### src/rtl/agc_pkg.sv
// shared constants and request structs for the anagram group classifier
package agc_pkg;

  localparam int ALPHA_N    = 26;
  localparam int MAX_GROUPS = 256;
  localparam int CNT_W      = 8;

  localparam int IDX_W     = (ALPHA_N > 1) ? $clog2(ALPHA_N) : 1;
  localparam int GRP_W     = (MAX_GROUPS > 1) ? $clog2(MAX_GROUPS) : 1;
  localparam int USED_W    = $clog2(MAX_GROUPS + 1);
  localparam int SIG_DEPTH = MAX_GROUPS * ALPHA_N;
  localparam int ADDR_W    = (SIG_DEPTH > 1) ? $clog2(SIG_DEPTH) : 1;

  localparam logic [CNT_W-1:0] CNT_MAX = {CNT_W{1'b1}};
  localparam logic [IDX_W-1:0] K_LAST  = IDX_W'(ALPHA_N - 1);

  // request to the letter count bank
  typedef struct packed {
    logic             inc;
    logic             clr;
    logic [IDX_W-1:0] idx;
  } cnt_ctl_t;

  // request to the signature ram
  typedef struct packed {
    logic              we;
    logic [ADDR_W-1:0] addr;
    logic [CNT_W-1:0]  wdata;
  } mem_req_t;

  // sequencer states
  typedef enum logic [3:0] {
    S_IDLE   = 4'b0001,
    S_SEARCH = 4'b0010,
    S_ALLOC  = 4'b0100,
    S_RESULT = 4'b1000
  } state_t;

endpackage

### src/rtl/agc_seq.sv
// sequencer: letter intake, signature search, allocation and result register
module agc_seq
  import agc_pkg::*;
(
  input  logic             clk,
  input  logic             rst_n,
  input  logic             in_tvalid,
  output logic             in_tready,
  input  logic [7:0]       in_tdata,
  input  logic             in_tlast,
  input  logic [0:0]       in_tuser,
  output logic             out_tvalid,
  input  logic             out_tready,
  output logic [7:0]       out_tdata,
  output logic [1:0]       out_tuser,
  input  logic [CNT_W-1:0] cnt_rd,
  input  logic [CNT_W-1:0] mem_rd,
  output cnt_ctl_t         cnt_ctl,
  output mem_req_t         mem_req
);

  state_t            state_r, state_nxt;
  logic [IDX_W-1:0]  k_r, k_nxt;
  logic [GRP_W-1:0]  g_r, g_nxt;
  logic [ADDR_W-1:0] base_r, base_nxt;
  logic              issue_r, issue_nxt;
  logic              p_v_r, p_v_nxt;
  logic [IDX_W-1:0]  p_k_r, p_k_nxt;
  logic [GRP_W-1:0]  p_g_r, p_g_nxt;
  logic              p_last_r, p_last_nxt;
  logic              p_lastg_r, p_lastg_nxt;
  logic              ok_r, ok_nxt;
  logic [USED_W-1:0] used_r, used_nxt;
  logic [7:0]        res_id_r, res_id_nxt;
  logic              res_new_r, res_new_nxt;
  logic              res_full_r, res_full_nxt;
  logic              out_v_r, out_v_nxt;
  logic [7:0]        out_id_r, out_id_nxt;
  logic [1:0]        out_flags_r, out_flags_nxt;

  logic fin;
  logic ltr_ok;
  logic eq;
  logic last_grp;

  assign fin      = in_tlast | in_tuser[0];
  assign ltr_ok   = !in_tuser[0] && (7'(in_tdata[4:0]) < 7'(ALPHA_N));
  assign eq       = (mem_rd == cnt_rd);
  assign last_grp = ((USED_W'(g_r) + USED_W'(1)) == used_r);

  assign in_tready  = (state_r == S_IDLE);
  assign out_tvalid = out_v_r;
  assign out_tdata  = out_id_r;
  assign out_tuser  = out_flags_r;

  always_comb begin
    state_nxt     = state_r;
    k_nxt         = k_r;
    g_nxt         = g_r;
    base_nxt      = base_r;
    issue_nxt     = issue_r;
    p_v_nxt       = 1'b0;
    p_k_nxt       = p_k_r;
    p_g_nxt       = p_g_r;
    p_last_nxt    = p_last_r;
    p_lastg_nxt   = p_lastg_r;
    ok_nxt        = ok_r;
    used_nxt      = used_r;
    res_id_nxt    = res_id_r;
    res_new_nxt   = res_new_r;
    res_full_nxt  = res_full_r;
    out_id_nxt    = out_id_r;
    out_flags_nxt = out_flags_r;
    out_v_nxt     = out_v_r && !out_tready;
    cnt_ctl       = '{inc: 1'b0, clr: 1'b0, idx: p_k_r};
    mem_req       = '{we: 1'b0, addr: base_r + ADDR_W'(k_r), wdata: cnt_rd};

    unique case (state_r)
      // count letters; at word end start the search, or the allocation when no group is stored
      S_IDLE: begin
        cnt_ctl.idx = IDX_W'(in_tdata[4:0]);
        if (in_tvalid) begin
          cnt_ctl.inc = ltr_ok;
          if (fin) begin
            k_nxt     = '0;
            g_nxt     = '0;
            base_nxt  = '0;
            ok_nxt    = 1'b1;
            issue_nxt = (used_r != '0);
            state_nxt = (used_r != '0) ? S_SEARCH : S_ALLOC;
          end
        end
      end

      // read one stored count per cycle, compare it in the next cycle
      S_SEARCH: begin
        if (issue_r) begin
          p_v_nxt     = 1'b1;
          p_k_nxt     = k_r;
          p_g_nxt     = g_r;
          p_last_nxt  = (k_r == K_LAST);
          p_lastg_nxt = (k_r == K_LAST) && last_grp;
          if (k_r == K_LAST) begin
            k_nxt    = '0;
            g_nxt    = g_r + GRP_W'(1);
            base_nxt = base_r + ADDR_W'(ALPHA_N);
            if (last_grp) begin
              issue_nxt = 1'b0;
            end
          end else begin
            k_nxt = k_r + IDX_W'(1);
          end
        end
        if (p_v_r) begin
          if (p_last_r) begin
            ok_nxt = 1'b1;
            if (eq && ok_r) begin
              res_id_nxt   = 8'(p_g_r);
              res_new_nxt  = 1'b0;
              res_full_nxt = 1'b0;
              state_nxt    = S_RESULT;
            end else if (p_lastg_r) begin
              if (used_r == USED_W'(MAX_GROUPS)) begin
                res_id_nxt   = '0;
                res_new_nxt  = 1'b0;
                res_full_nxt = 1'b1;
                state_nxt    = S_RESULT;
              end else begin
                k_nxt     = '0;
                state_nxt = S_ALLOC;
              end
            end
          end else begin
            ok_nxt = eq && ok_r;
          end
        end
      end

      // copy the counts into the next free group entry
      S_ALLOC: begin
        cnt_ctl.idx = k_r;
        mem_req.we  = 1'b1;
        if (k_r == K_LAST) begin
          res_id_nxt   = 8'(used_r);
          res_new_nxt  = 1'b1;
          res_full_nxt = 1'b0;
          used_nxt     = used_r + USED_W'(1);
          state_nxt    = S_RESULT;
        end else begin
          k_nxt = k_r + IDX_W'(1);
        end
      end

      // hand the result to the output register, clear the counts
      S_RESULT: begin
        if (!out_v_r || out_tready) begin
          out_v_nxt     = 1'b1;
          out_id_nxt    = res_id_r;
          out_flags_nxt = {res_full_r, res_new_r};
          cnt_ctl.clr   = 1'b1;
          state_nxt     = S_IDLE;
        end
      end

      default: begin
        state_nxt = S_IDLE;
      end
    endcase
  end

  // control state
  always_ff @(posedge clk) begin
    if (!rst_n) begin
      state_r <= S_IDLE;
      used_r  <= '0;
      out_v_r <= 1'b0;
      issue_r <= 1'b0;
      p_v_r   <= 1'b0;
    end else begin
      state_r <= state_nxt;
      used_r  <= used_nxt;
      out_v_r <= out_v_nxt;
      issue_r <= issue_nxt;
      p_v_r   <= p_v_nxt;
    end
  end

  // datapath registers
  always_ff @(posedge clk) begin
    k_r         <= k_nxt;
    g_r         <= g_nxt;
    base_r      <= base_nxt;
    p_k_r       <= p_k_nxt;
    p_g_r       <= p_g_nxt;
    p_last_r    <= p_last_nxt;
    p_lastg_r   <= p_lastg_nxt;
    ok_r        <= ok_nxt;
    res_id_r    <= res_id_nxt;
    res_new_r   <= res_new_nxt;
    res_full_r  <= res_full_nxt;
    out_id_r    <= out_id_nxt;
    out_flags_r <= out_flags_nxt;
  end

endmodule

### config.mk
export PLATFORM = sky130hd
export DESIGN_NAME = agc_seq
export DESIGN_NICKNAME = d
export VERILOG_FILES = /design/src/rtl/agc_pkg.sv /design/src/rtl/agc_seq.sv
export SDC_FILE = /design/constraint.sdc
export NUM_CORES = 1
export LEC_CHECK = 0
export BUFFER_PORTS_ARGS = -buffer_cell sky130_fd_sc_hd__clkbuf_2
export CAP_MARGIN = 30
export CORE_MARGIN = 1.5
export CORE_UTILIZATION = 35
export CTS_CLUSTER_DIAMETER = 50
export DETAILED_ROUTE_END_ITERATION = 10
export GPL_TIMING_DRIVEN = 1
export MAX_ROUTING_LAYER = met4
export PLACE_DENSITY = 0.66
export SYNTH_ARGS = -nofsm -noshare
export SYNTH_HDL_FRONTEND = slang
export SYNTH_SLANG_ARGS = --single-unit
export TNS_END_PERCENT = 30
### constraint.sdc
create_clock -name clk -period 5.3 [get_ports clk]
set_clock_uncertainty 0.05 [all_clocks]
set_input_delay 1.06 -clock clk [delete_from_list [all_inputs] [get_ports clk]]
set_output_delay 1.06 -clock clk [all_outputs]
set_load 0.03 [all_outputs]
---- Yosys cells after proc, flatten, opt, wreduce, memory -nomap -nowiden ----
Index checks and enable logic that the tools add are counted.
storage, ports and cells
  bits in registers ....................... 78
  output and inout bits ................... 41
  logic and storage cells ................. 140
operators by class
  add/sub/neg operators ................... 6
  order comparisons ....................... 1
  equal/unequal tests ..................... 19
  multiplexer cells ....................... 73
  bitwise logic cells ..................... 1
  reduce and logical (&&, ||, !) cells .... 22
operators by type and width
  cell                   number
  $mux 8                 10
  $mux 13                4
  $mux 5                 10
  $mux 4                 9
  $pmux 8 s2             2
  $mux 1                 29
  $pmux 13 s2            1
  $ne 2x2->1 const B     8
  $pmux 4 s4             1
  $pmux 5 s3             1
  $add 13x5->13          1
  $add 13x5->13 const B  1
  $pmux 5 s2             1
  $add 8x1->9 const B    1
  $add 9x1->9 const B    1
  $eq 9x9->1             1
  $eq 9x9->1 const B     1
  $reduce_bool 9->1      1
  $add 8x1->8 const B    1
  $eq 8x8->1             1
  $pmux 1 s2             4
  $reduce_and 2->1       4
  $reduce_and 4->1       2
  $reduce_and 7->1       1
  19 further kinds       26

---- Depth between registers and ports, before layout ----
  depth in word-level cells ............... 9
  gate-level depth with buffers ........... 9
  gate-level depth less buffers ........... 8

---- Worst setup path after synthesis ----
OpenSTA, ideal clock, no wires.
  path type ............................... in2out
  from .................................... in out_tready
  to ...................................... out cnt_ctl[5] (netlist bit)
  data arrival time ....................... 1.988 ns
  setup slack ............................. 2.202 ns
  stages on the path ...................... 2
  path through ............................ nor2b_1 nor2b_1
RTL lines
  item             line           source
  start, declared  agc_seq.sv:13  input logic out_tready,
  end, declared    agc_seq.sv:18  output cnt_ctl_t cnt_ctl,

==> results.cfg <==
[clock_network]
number_of_buffers_created_by_cts = 9
postCtsResizedCells = 0
cts_max_path_buffers = 2
tritoncts_num_sinks = 77
postCtsHoldBufs = 0
root_buffer_master = sky130_fd_sc_hd__clkbuf_16
post_cts_buffers = 0
clock_latency_on_the_worst_skew_pair_ns = 0.34
cts-htree-levels = 3
clock_tree_from_tritoncts = built
cts.clk_slew.worst_paths_ns = 0.06

[synth]
synth.ff_latch_count = 77
netlist_top_cells_count = sky130_fd_sc_hd__edfxtp_1 (61), sky130_fd_sc_hd__nand2_1 (39), sky130_fd_sc_hd__xnor2_1 (26)
synth.area.top_cells = sky130_fd_sc_hd__edfxtp_1 (44%), sky130_fd_sc_hd__dfxtp_1 (7.8%), sky130_fd_sc_hd__xnor2_1 (5.5%), sky130_fd_sc_hd__xor2_1 (4.0%), sky130_fd_sc_hd__nand2_1 (3.6%)
syn_area_per_cell_um2 = 10.6
most_frequent_cell_after_synthesis = sky130_fd_sc_hd__edfxtp_1
yosys.cell_types.count = 54
post_synthesis_async_set_or_reset_flop_share_pct = 0
mappedNetlistArea_mm2 = 0.00412
postSynthCellCount = 388
netlist.area_leader.share_pct = 44.5
synth_enable_flop_cells = 61
seq_area_frac_synth_pct = 52.2
synth_top_cell_by_area = sky130_fd_sc_hd__edfxtp_1
synth.net_count = 429
ys_dominant_reg_cell = sky130_fd_sc_hd__edfxtp_1
total_of_warnings_raised_by_yosys = 0

[worst_setup_path]
critPathCaptureType = primary output
timing.critical_path.arrival_ns = 2.38
worst_r2r_startpoint = state_r[2]$_SDFFE_PN0P_
timing.setup.critical_path_class = reg2out
critical_path_peak_fanout = 5
rr_worst_depth = 4
regToRegSetupSlack_ns = 2.27
regToRegEndpoint = g_r[7]$_SDFFCE_PN0P_
worstPathRequired_ns = 4.19
worst_setup_path_start_kind = flop

[grt]
grt.overflow.total = 0
grt_pass1_wl_mm = 14.0
grt.met3_usage_pct = 3.86
grt_max_degree = 25
most_used_routing_layer_in_global_routing = met2
global_route.usage.met2_pct = 22.1
grt_pass1_vias = 2867
grt_usage_pct = 14.6
globalRouteMet1Util_pct = 18.9
antenna_found_initial = 0

[route]
routed_via_count_divided_by_cell_count = 5.18
drt_iter0_drc = 257
wl_per_cell_um = 14.0
ant_nets = 0
number_of_remaining_drc_errors = 0
dr_total_vias = 3050
wirelength_mm = 8.27
total_iterations_of_the_first_detailed_routing_run = 5

[placed_design]
detailed_place.area_mm2 = 0.00450
io_buffer_count = 67
final_wtd_congestion = 0.801
dp_worst_setup_slack_ns = 2.14
dpl.hpwl_mm = 5.99
dp.cells = 573

[pwr]
total_leakage_power_nw = 1.94
internal_power_mw = 1.13
totalPowerFinal_mw = 1.59
power_frac_seq_pct = 44.2
power.combinational.fraction_pct = 15.2
ir_drop_v = 0.000203
power-per-cell-area_mw_per_mm2 = 331
switching_share_pct = 28.7
switching_power_total_mw = 0.458
clkPwrFrac_pct = 40.6

[cells_and_area]
antenna_cells = 0
fin_nets = 482
area_delta_synth_final_pct = 16.9
fill_cells = 1063
postLayoutCellArea_mm2 = 0.00482
post_route_cells_drive_above_1_share_pct = 21.1
area_occupied_by_multi_input_gates_mm2 = 0.00176
finalCoreUtilization_pct = 42.0
register_area_mm2 = 0.00215
stdcell_count = 589

[floorplanning]
die_area_mm2 = 0.0124
fp-row-count = 39
boundaryPins = 71
core_area_mm2 = 0.0115
chipWidth_um = 112
start_util_pct = 35.9
floorplan.die.height_um = 112

[min_path]
worstHoldStart = res_id_r[1]$_DFFE_PP_
hold_path_end = out_tdata[1]$_DFFE_PP_
worstHoldPathCells = 0
hold_path.class = reg2reg

[timing]
final_total_negative_setup_slack_ns = 0
final_min_period_over_clock_period_pct = 65.9
fmax_mhz = 286
maxSlewHeadroom_pct = 40.5
final.min_clock_period_ns = 3.49
setup_viol_count_final = 0
hold_viol = 0
worst_slack_ns = 1.81
whs_ns = 0.368
final_report_max_slew_violation_count = 0
rsz_0062_raised_after_global_routing = no
worstMarginPinSlew_ns = 0.891

[run]
max_cap_violations = 0

[outcome]
run_status = completed
power by group through the flow:
| stage | Combinational [mW] | Clock, mW | Sequential [mW] |
|---|---|---|---|
| 6_report | 0.242 | 0.646 | 0.704 |
| 5_1_grt | 0.266 | 0.683 | 0.708 |
| 4_1_cts | 0.245 | 0.658 | 0.704 |
| 3_5_place_dp | 0.244 | 0 | 0.718 |
| 3_3_place_gp | 0.241 | 0 | 0.716 |
| 2_1_floorplan | 0.187 | 0 | 0.705 |
area by class of cell:
| class | count | share of cell area (%) |
|---|---|---|
| sequential | 77 | 44.7 |
| multi-input combinational | 268 | 36.5 |
| timing repair buffer | 70 | 7.43 |
| clock buffer | 9 | 4.68 |
| tap | 143 | 3.72 |
| clock inverter | 7 | 1.79 |
| inverter | 15 | 1.17 |
worst max path at each step:
stage	start	end	slack [ns]	cells past startpoint
2_1_floorplan	out_tready	cnt_ctl[5]	2.20	2
3_3_place_gp	k_r[1]$_SDFFCE_PP0P_	mem_req[19]	2.15	9
3_5_place_dp	k_r[1]$_SDFFCE_PP0P_	mem_req[19]	2.14	9
4_1_cts	k_r[1]$_SDFFCE_PP0P_	mem_req[19]	1.76	9
5_1_grt	k_r[1]$_SDFFCE_PP0P_	mem_req[19]	1.60	9
6_report	k_r[1]$_SDFFCE_PP0P_	mem_req[19]	1.81	9
metal layers:
layer,up-vias,part of all wire (%)
met5,-,0
met4,0,1.5
met3,9,7.1
met2,127,46
met1,1402,45
li1,1512,-
cells by family (layout without fill, tap and decap cells):
| group | after synthesis | count (layout) | synth area share (%) |
|---|---|---|---|
| adder cells (fa/ha/maj) | 11 | 11 | 3.52 |
| XOR/XNOR | 45 | 45 | 9.57 |
| AND/OR/NAND/NOR | 145 | 145 | 18.8 |
| multiplexers | 1 | 1 | 0.243 |
| flip-flops | 77 | 77 | 52.2 |
| buffers and inverters | 43 | 101 | 5.07 |
| AO/OA/AOI/OAI | 66 | 66 | 10.6 |
worst max-delay path, stage by stage, from the launching register on:
cell                       delay [ns]
sky130_fd_sc_hd__edfxtp_1        0.47
sky130_fd_sc_hd__ha_1            0.25
sky130_fd_sc_hd__inv_1           0.07
sky130_fd_sc_hd__fa_1            0.20
sky130_fd_sc_hd__inv_1           0.05
sky130_fd_sc_hd__a21o_1          0.17
sky130_fd_sc_hd__a21oi_1         0.33
sky130_fd_sc_hd__nor2_1          0.11
sky130_fd_sc_hd__xor2_1          0.16
sky130_fd_sc_hd__clkbuf_2        0.23
cells in the final DEF (no fill, tap or decap), drive strengths merged, types with 5 or more instances in the layout:
cell,instances
and2,9
a21boi,5
o21ai,18
a21oi,12
nor2,25
ha,10
dfxtp,16
nor3,8
and3,6
nand3,18
inv,20
or3,9
xnor2,26
clkbuf,76
nand2,39
nand4,12
a21o,5
xor2,19
edfxtp,61
registers in the layout, indices dropped and copies added, names as in the netlist:
name,count
res_id_r,8
out_tuser,2
p_g_r,8
ok_r,1
p_last_r,1
base_r,12
res_new_r,1
out_tdata,8
p_v_r,1
used_r,9
k_r,5
p_k_r,5
g_r,8
issue_r,1
out_tvalid,1
p_lastg_r,1
res_full_r,1
state_r,4
Power figures use the tool's default switching activity.
