--- config.mk ---
export PLATFORM = sky130hd
export DESIGN_NAME = agc_counts
export DESIGN_NICKNAME = d
export VERILOG_FILES = /design/src/rtl/agc_pkg.sv /design/src/rtl/agc_counts.sv
export SDC_FILE = /design/constraint.sdc
export NUM_CORES = 1
export LEC_CHECK = 0
export BUFFER_PORTS_ARGS = -buffer_cell sky130_fd_sc_hd__buf_4
export CAP_MARGIN = 20
export CORE_MARGIN = 4
export CORE_UTILIZATION = 51
export DETAILED_ROUTE_END_ITERATION = 12
export HOLD_SLACK_MARGIN = 0.05
export PLACE_DENSITY = 0.64
export SYNTH_ARGS = -nofsm -noshare
export SYNTH_HDL_FRONTEND = slang
export SYNTH_SLANG_ARGS = --single-unit
--- constraint.sdc ---
create_clock -name clk -period 10.9 [get_ports clk]
set_input_delay 0 -clock clk [delete_from_list [all_inputs] [get_ports clk]]
set_output_delay 0 -clock clk [all_outputs]
set_load 0.01 [all_outputs]
--- src/rtl/agc_pkg.sv ---
// shared constants and request structs for the anagram group classifier
package agc_pkg;

  localparam int ALPHA_N    = 26;
  localparam int MAX_GROUPS = 256;
  localparam int CNT_W      = 8;

  localparam int IDX_W     = (ALPHA_N > 1) ? $clog2(ALPHA_N) : 1;
  localparam int GRP_W     = (MAX_GROUPS > 1) ? $clog2(MAX_GROUPS) : 1;
  localparam int USED_W    = $clog2(MAX_GROUPS + 1);
  localparam int SIG_DEPTH = MAX_GROUPS * ALPHA_N;
  localparam int ADDR_W    = (SIG_DEPTH > 1) ? $clog2(SIG_DEPTH) : 1;

  localparam logic [CNT_W-1:0] CNT_MAX = {CNT_W{1'b1}};
  localparam logic [IDX_W-1:0] K_LAST  = IDX_W'(ALPHA_N - 1);

  // request to the letter count bank
  typedef struct packed {
    logic             inc;
    logic             clr;
    logic [IDX_W-1:0] idx;
  } cnt_ctl_t;

  // request to the signature ram
  typedef struct packed {
    logic              we;
    logic [ADDR_W-1:0] addr;
    logic [CNT_W-1:0]  wdata;
  } mem_req_t;

  // sequencer states
  typedef enum logic [3:0] {
    S_IDLE   = 4'b0001,
    S_SEARCH = 4'b0010,
    S_ALLOC  = 4'b0100,
    S_RESULT = 4'b1000
  } state_t;

endpackage

--- src/rtl/agc_counts.sv ---
// saturating letter count bank of the current word
module agc_counts
  import agc_pkg::*;
(
  input  logic             clk,
  input  logic             rst_n,
  input  cnt_ctl_t         ctl,
  output logic [CNT_W-1:0] rd_data
);

  logic [CNT_W-1:0] cnt_r [ALPHA_N];

  // one read address, shared by increment and compare
  assign rd_data = cnt_r[ctl.idx];

  // increment with saturation, clear after each word
  always_ff @(posedge clk) begin
    if (!rst_n || ctl.clr) begin
      for (int i = 0; i < ALPHA_N; i++) begin
        cnt_r[i] <= '0;
      end
    end else if (ctl.inc && (rd_data != CNT_MAX)) begin
      cnt_r[ctl.idx] <= rd_data + CNT_W'(1);
    end
  end

endmodule

# After elaboration in Yosys (flattened, before gate mapping)
# Memories as Yosys holds them, arrays and structs flattened.
# Cells that the tools add are included.
# word_totals
ff_bits,0
ramBits,208
in_bits,9
output_inout_bits,8
elab_cells,15
mem_count,1
# mem_list
name,words,width,read_ports,rd_ports_with_merged_regs,write_ports,line_no,source
cnt_r,26,8,1,0,26,agc_counts.sv:11,logic [CNT_W-1:0] cnt_r [ALPHA_N];
# classes
addsub,1
n_eq_ne,1
n_mux,8
reduce_logical,4
# op_table
cell,n
"adder 8 x 1 -> 8 bit, second input constant",1
2-to-1 mux 8 bit,1
"inequality test 8 bit, second input constant",1
OR reduction 8 bit,1
2-to-1 mux 1 bit,6
2-to-1 mux 5 bit,1
logical AND 1 bit,1
logical NOT 1 bit,1
logical OR 1 bit,1

# Depth between registers and ports, before layout
# Gate-level depths: netlist of run 1.
# An unclocked memory read counts as a cell.
# depth
word_depth,8
mapped_depth,15
mapped_depth_nobuf,9

# Worst setup path after synthesis of run 1
# No wires, ideal clock.
# synth_timing
path_type,reg-to-reg
startpoint,mem cnt_r[21][0]
endpoint,mem cnt_r[10][0] (enable)
setup_time_ns,0.387
t_arrival_ns,3.173
required_time_ns,10.513
path_slack_ns,7.341
path_stages_with_launch,12
period_less_slack_ns,3.559
cell_sequence,edfxtp_1 > mux4_1 > a22oi_1 > nand4_1 > clkbuf_1 > clkbuf_1 > ha_1 > a21boi_1 > nand2_1 > o211ai_2 > buf_2 > o31ai_1
# synth_lines
element,line_no
from (decl),agc_counts.sv:11

==> results of run 1 <==
[cell families after synthesis]
family / after synthesis / synth area share [%]
compound gates: 86 / 4.38
flops: 256 / 62.4
fa+ha+maj: 1 / 0.101
simple gates: 317 / 17.0
mux: 112 / 11.0
buf+inv: 101 / 4.79
xor+xnor: 4 / 0.406
[final timing paths]
kind	cells after the start	end
max	12	cnt_r[25][2]
min	4	cnt_r[10][3]
max reg2reg	9	cnt_r[25][2]
min reg2reg	5	cnt_r[29][1]
[final cells by class]
type / count / share of cell area, %
Sequential cell: 256 / 57.5
Multi-Input combinational cell: 520 / 30.6
Timing Repair Buffer: 53 / 2.84
Inverter: 6 / 0.168
Clock inverter: 13 / 0.637
Clock buffer: 33 / 5.22
Tap cell: 319 / 2.99
[routing by layer]
metal	GRT usage [%]	vias to the layer above	part of all wire (%)	wire length [um]
li1	-	3509	-	-
met5	0	-	0	0
met3	4.67	76	9.6	3420
met4	7.97	0	3.1	1110
met2	43.1	458	47	16900
met1	37.8	4101	40	14300
[power by group through the flow]
stage	clock (uW)	sequential (uW)	combinational (uW)
after global placement	0	1150	207
after CTS	846	1130	216
after detailed placement	0	1150	215
after floorplan	0	1150	132
after global routing	889	1130	232
final	841	1130	223
[critical path, stage by stage]
cell      delay [ns]
buf_6           0.50
buf_4           0.85
mux2i_1         0.33
o22ai_1         0.11
nor4_1          0.37
nand2_1         0.17
ha_1            0.26
a21boi_1        0.17
nand2_1         0.19
nor2_4          0.05
buf_4           0.35
o21ai_0         0.95
[layout by cell type, fill, tap and decap left out, drive strengths merged, types with 12 or more instances in the layout]
cell type  netlist  routed
nor3           128     128
nor2            18      18
clkbuf          26      42
nand2           14      14
nand3           24      24
o21ai           21      21
o22ai           48      48
mux2i           96      96
edfxtp         256     256
buf             69      44
clkinv           1      12
mux4            16      16
nor4            84      84
[stage by stage]
| step | utilization (%) | power (uW) | cell area, sq um | worst slack, ns |
|---|---|---|---|---|
| floorplan | - | 1280 | 12300 | 7.34 |
| global placement | 52.7 | 1360 | 12400 | 5.93 |
| detailed placement | 52.8 | 1370 | 12500 | 5.88 |
| CTS | 56.1 | 2200 | 13300 | 6.47 |
| global route | 56.6 | 2260 | 13400 | 6.26 |
| finish | 56.6 | 2200 | 13400 | 6.66 |
==> results.toml, run 1 <==
[job]
drv_cap = 0

[global_route]
grt_start_max_net_pins = 74
antenna_found_initial = 0
grt_pass1_wl_um = 52100
grt.total_usage_pct = 26.8
grt_pass1_vias = 7724
overflow = 0

[worst_setup_path]
startpoint = "ctl[1]"
critical_path_class = "primary input to register"
cp-end-kind = "register"
worst-r2r-setup-slack_ns = 7.01
r2r_start = "cnt_r[5][0]"
critPathLaunchType = "primary input"
cp.required_ns = 11.05
cp_max_fo = 73
arrival_ns = 4.39

[timing]
final_max_slew_viol_count = 0
skew_ns = 0.0236
min_period_ns = 4.24
hold_slack_ns = 0.120
fmax_ghz = 0.236
fin_crit_sh_pct = 38.9
rsz0062_at_grt = "no"
setup-tns-final_ns = 0
maxSlewHeadroom_pct = 24.1
tightest_slew_ns = 1.13
hold_viol = 0
finalSetupViolCount = 0

[power_and_ir_drop]
power_leakage_uw = 0.00458
ir_worst_vdd_mv = 0.106
switchingPower_uw = 546
clockPowerShare_pct = 38.3
intPower_uw = 1650
p_per_area_nw_per_um2 = 164
switching_share_pct = 24.8
seqPwrFrac_pct = 51.5
combPwrFrac_pct = 10.2

[floorplan]
start_util_pct = 52.2
die_x_um = 163
dieArea_sq_um = 26700
core_region_area_sq_um = 23600
pin_count = 17
num_rows = 56
die_h_um = 163

[finish]
drive_above_1_share_pct = 17.4
register_area_sq_um = 7690
multi_input_area_sq_um = 4100
fillers = 1908
area_growth_syn_to_layout_pct = 8.44
regMostFlops = "cnt_r"
largest_reg_flops = 256
top_regs = "cnt_r (256)"
finalNetCount = 873
layoutNonFillerInstCount = 1200
diodes = 0

[clock_tree]
cts_setup_buffers = 0
cts_buffer_depth = 3
cts_root_buf = "clkbuf_16"
htreeDepth = 1
cts_tree = "yes"
hold_buffers = 0
clock_sinks = 256
clk_pin_slew_worst_paths_ns = 0.06
cts_made_buffers = 26
post_cts_resize_count = 0
clk_latency_ns = 0.55

[logic_synthesis]
async_flop_share_pct = 0
syn_inst = 877
netlist.area_leader.share_pct = 62.4
ys_seq_area_share_pct = 62.4
synth-edff-count = 256
synth_area_sq_um = 12300
synthTopCellsByCount = "256 x edfxtp_1, 128 x nor3_1, 96 x mux2i_1, 48 x o22ai_1"
synth_area_leaders = "edfxtp_1 62%, mux2i_1 7.8%, nor3_1 5.2%"
syn_nets = 887
synth.distinct_cells = 50
syn_avg_cell_area_sq_um = 14.1
ys_warn_count = 0
ys_ff_latch = 256
synth_top_area_cell = "edfxtp_1"
synth_ff_type = "edfxtp_1"
yosysMostFrequentCell = "edfxtp_1"

[detailed_routing]
wl_per_cell_um = 29.8
ant_nets = 0
vias = 8144
drc_errors = 0
wirelength_um = 35800
viasPerCell = 6.79
firstDrtPassIters = 5
first_iter_violations = 1057

[placement]
place_congestion = 0.977
port_buffers = 16
dp.cells = 1134
hpwl_um = 23300

[run_status]
status = "complete, no violations"

[worst_hold_path]
hold_path_class = "primary input to register"
hp-start = "ctl[5]"
Note: power is estimated with default switching activity, not from simulation.
==> inputs of run 2 (changes only) <==
--- a/config.mk
+++ b/config.mk
@@ -11,7 +11,7 @@
 export CORE_UTILIZATION = 51
 export DETAILED_ROUTE_END_ITERATION = 12
 export HOLD_SLACK_MARGIN = 0.05
-export PLACE_DENSITY = 0.64
+export PLACE_DENSITY = 0.66
 export SYNTH_ARGS = -nofsm -noshare
 export SYNTH_HDL_FRONTEND = slang
 export SYNTH_SLANG_ARGS = --single-unit
==> constraint.sdc (replaced) <==
create_clock -name clk -period 3.9 [get_ports clk]
set_input_delay 0 -clock clk [delete_from_list [all_inputs] [get_ports clk]]
set_output_delay 0 -clock clk [all_outputs]
set_load 0.01 [all_outputs]
==> results.toml, run 2 (same netlist as run 1, synthesis figures left out) <==
[global_route]
overflow = 0
antenna_found_initial = 0
grt_pass1_wl_um = 53900
grt_start_max_net_pins = 60
grt_pass1_vias = 8134
grt.total_usage_pct = 27.4

[worst_setup_path]
arrival_ns = 3.75
cp_max_fo = 22
cp.required_ns = 4.15
critical_path_class = "register to register"
critPathLaunchType = "register"
cp-end-kind = "register"

[detailed_routing]
vias = 8346
first_iter_violations = 952
firstDrtPassIters = 5
drc_errors = 0
ant_nets = 0
wirelength_um = 36300
wl_per_cell_um = 28.6
viasPerCell = 6.58

[timing]
tightest_slew_ns = 0.819
setup-tns-final_ns = 0
min_period_ns = 3.50
rsz0062_at_grt = "no"
setup_slack_ns = 0.400
finalSetupViolCount = 0
maxSlewHeadroom_pct = 45.2
hold_viol = 0
fin_crit_sh_pct = 89.7
fmax_ghz = 0.286
skew_ns = 0.0120
final_max_slew_viol_count = 0

[finish]
layoutNonFillerInstCount = 1268
top_regs = "cnt_r (256)"
drive_above_1_share_pct = 23.6
final_common_cell = "edfxtp_1"
area_growth_syn_to_layout_pct = 13.4
final_cell_mix = "256 x edfxtp_1, 128 x nor3_1, 117 x buf_4, 96 x mux2i_1, 48 x o22ai_1"
diodes = 0
stdcell_area_sq_um = 14000
largest_reg_flops = 256
finalNetCount = 942
regMostFlops = "cnt_r"

[clock_tree]
cts_tree = "yes"
cts_setup_buffers = 0
clk_pin_slew_worst_paths_ns = 0.06
cts_buffer_depth = 3
htreeDepth = 1
post_cts_resize_count = 0
clock_sinks = 256
cts_made_buffers = 26
clk_latency_ns = 0.54
cts_root_buf = "clkbuf_16"
hold_buffers = 0

[floorplan]
num_rows = 56
die_h_um = 163
die_x_um = 163
core_region_area_sq_um = 23600
pin_count = 17
dieArea_sq_um = 26700
start_util_pct = 52.2

[run_status]
status = "complete, no violations"

[worst_hold_path]
hold_path_class = "primary input to register"

[placement]
dp.cells = 1223
place_ws_ns = 0.206
place_congestion = 0.978
hpwl_um = 25000
port_buffers = 16
placed_cell_area_sq_um = 13200

[power_and_ir_drop]
p_per_area_nw_per_um2 = 446
p_total_uw = 6240
power_leakage_uw = 0.00495
ir_worst_vdd_mv = 0.338

[job]
drv_cap = 0
## run 2: power breakdown
group          internal (uW)  switching [uW]  leakage (uW)  total, uW
combinational            201             477       0.00180        678
sequential              3130            32.1       0.00275       3160
clock                   1390            1010      0.000394       2400
total                   4720            1520       0.00495       6240
## run 2: path summary, 6_finish.rpt
path / slack [ns] / startpoint / cells past startpoint / endpoint
max: 0.40 / cnt_r[4][0] / 10 / cnt_r[23][0]
min: 0.07 / ctl[5] / 4 / cnt_r[14][7]
max reg2reg: 0.40 / cnt_r[4][0] / 10 / cnt_r[23][0]
min reg2reg: 1.10 / cnt_r[13][1] / 5 / cnt_r[27][1]
## run 2: layout make-up
class	instances	area, sq um
Fill cell	1885	9630
Multi-Input combinational cell	520	4100
Sequential cell	256	7690
Timing Repair Buffer	122	970
Clock buffer	33	698
Clock inverter	12	108
Tap cell	319	399
Inverter	6	22.5
## run 2: critical path, cell delays in order (launching register included)
cell and delay, ns:
edfxtp_1 0.37, mux4_1 0.55, a22oi_1 0.35, nand4_1 0.25, ha_1 0.32, a21boi_1 0.16
nand2_1 0.19, o211ai_4 0.27, buf_4 0.33, o21ai_0 0.23, buf_4 0.19
## run 2: per-stage QoR
stage               hold slack (ns)  util [%]
floorplan                     0.444         -
CTS                          0.0623      59.2
global placement              0.579      55.8
detailed placement            0.607      55.8
global route                 0.0931      59.2
finish                       0.0745      59.2
## run 2: per-layer routing
layer	wire length, um	share of wire [%]	vias up	GRT usage [%]
li1	-	-	3650	-
met1	14500	40	4215	38.1
met2	17400	48	413	44.5
met3	3290	9.1	68	5.17
met4	1060	2.9	0	8.04
met5	0	0	-	0
==> inputs of run 3 (changes only) <==
--- a/config.mk
+++ b/config.mk
@@ -5,8 +5,9 @@
 export SDC_FILE = /design/constraint.sdc
 export NUM_CORES = 1
 export LEC_CHECK = 0
-export BUFFER_PORTS_ARGS = -buffer_cell sky130_fd_sc_hd__buf_4
+export BUFFER_PORTS_ARGS = -buffer_cell sky130_fd_sc_hd__buf_2
 export CAP_MARGIN = 20
+export CORE_ASPECT_RATIO = 0.6
 export CORE_MARGIN = 4
 export CORE_UTILIZATION = 51
 export DETAILED_ROUTE_END_ITERATION = 12
==> results.toml, run 3 (same netlist as run 1, synthesis figures left out) <==
[run_status]
status = "complete, no violations"

[timing]
hold_viol = 0
tightest_slew_ns = 0.711
fmax_ghz = 0.289
skew_ns = 0.00903
finalSetupViolCount = 0
maxSlewHeadroom_pct = 52.4
final_max_slew_viol_count = 0
rsz0062_at_grt = "no"
fin_crit_sh_pct = 88.7
min_period_ns = 3.46
setup-tns-final_ns = 0

[worst_setup_path]
cp-end-kind = "register"
crit_slowest_cell = "mux4_1"
critical_path_class = "register to register"
cp_slowest_stage_delay_ns = 0.53
crit_buf_inv = 2
critical_path.top_delay_family = "compound AO/OA/AOI/OAI gates"
arrival_ns = 3.70
critPathLaunchType = "register"
crit_chain = "mux4_1 -> a22oi_1 -> nand4_1 -> ha_1 -> a21boi_1 -> nand2_1 -> o211ai_4 -> buf_12 -> o31ai_1 -> buf_4"
cp.required_ns = 4.14
cp_max_fo = 49

[job]
drv_cap = 0

[power_and_ir_drop]
p_total_uw = 6090
p_per_area_nw_per_um2 = 438
ir_worst_vdd_mv = 0.318
power_leakage_uw = 0.00492

[floorplan]
core_region_area_sq_um = 23500
dieArea_sq_um = 26800
die_x_um = 209
start_util_pct = 52.5
die_h_um = 128
num_rows = 43
pin_count = 17

[detailed_routing]
wirelength_um = 36500
viasPerCell = 6.76
drt-met1-wl_um = 15200
vias = 8520
firstDrtPassIters = 5
ant_nets = 0
top_layer_used = "met4"
drc_errors = 0
first_iter_violations = 1058
wl_per_cell_um = 29.0
wl_met3_um = 4400
routed-wl-met2_um = 15900

[clock_tree]
clk_pin_slew_worst_paths_ns = 0.07
cts_made_buffers = 24
cts_root_buf = "clkbuf_16"
hold_buffers = 0
cts_tree = "yes"
cts_setup_buffers = 0
cts_buffer_depth = 3
clock_sinks = 256
htreeDepth = 1
post_cts_resize_count = 0
clk_latency_ns = 0.53

[finish]
finalNetCount = 938
final_common_cell = "edfxtp_1"
diodes = 0
regMostFlops = "cnt_r"
post-route-util_pct = 59.2
area_growth_syn_to_layout_pct = 12.6
largest_reg_flops = 256
final_cell_mix = "256 x edfxtp_1, 128 x nor3_1, 98 x buf_4, 96 x mux2i_1, 48 x o22ai_1"
top_regs = "cnt_r (256)"
drive_above_1_share_pct = 23.4

[global_route]
grt_pass1_vias = 8297
grt.total_usage_pct = 27.1
grt_start_max_net_pins = 66
antenna_found_initial = 0
overflow = 0
grt_pass1_wl_um = 54300

[placement]
port_buffers = 16
place_congestion = 0.975
hpwl_um = 25100

[worst_hold_path]
hold_path_class = "primary input to register"
[run 3: layout make-up]
class,instances,area (sq um)
Sequential cell,256,7690
Inverter,6,22.5
Timing Repair Buffer,120,942
Multi-Input combinational cell,520,4100
Clock inverter,13,92.6
Tap cell,315,394
Clock buffer,31,648
Fill cell,1855,9580
[run 3: tightest hold or removal path: stages]
cell and delay, ns:
buf_2 0.09, nor2b_2 0.04, buf_4 0.21, o21ai_0 0.17
[run 3: where the power goes]
group / leakage (uW) / switching [uW] / internal [uW] / total (uW)
clock: 0.000367 / 1010 / 1240 / 2250
sequential: 0.00275 / 31.7 / 3130 / 3160
combinational: 0.00180 / 476 / 201 / 678
total: 0.00492 / 1510 / 4570 / 6090
[run 3: layer usage]
| layer | up-vias | track usage (%) |
|---|---|---|
| met1 | 4266 | 40.0 |
| met5 | - | 0 |
| met2 | 530 | 40.1 |
| li1 | 3641 | - |
| met4 | 0 | 7.06 |
| met3 | 83 | 7.87 |
[run 3: worst paths after layout]
check                    start            to  slack, ns  cells after the start
setup / recovery  cnt_r[21][0]  cnt_r[14][6]       0.44                     10
hold / removal          ctl[5]  cnt_r[16][1]       0.14                      4
setup reg to reg  cnt_r[21][0]  cnt_r[14][6]       0.44                     10
hold reg to reg   cnt_r[27][1]  cnt_r[27][1]       1.35                      5
[run 3: per-stage QoR]
stage	hold slack (ns)	worst slack (ns)	cell area (sq um)	instances
5_1_grt	0.153	0.410	13900	1261
3_3_place_gp	0.620	0.288	13100	1217
3_5_place_dp	0.650	0.292	13100	1217
2_1_floorplan	0.444	0.341	12300	877
6_report	0.136	0.440	13900	1261
4_1_cts	0.103	0.554	13900	1261
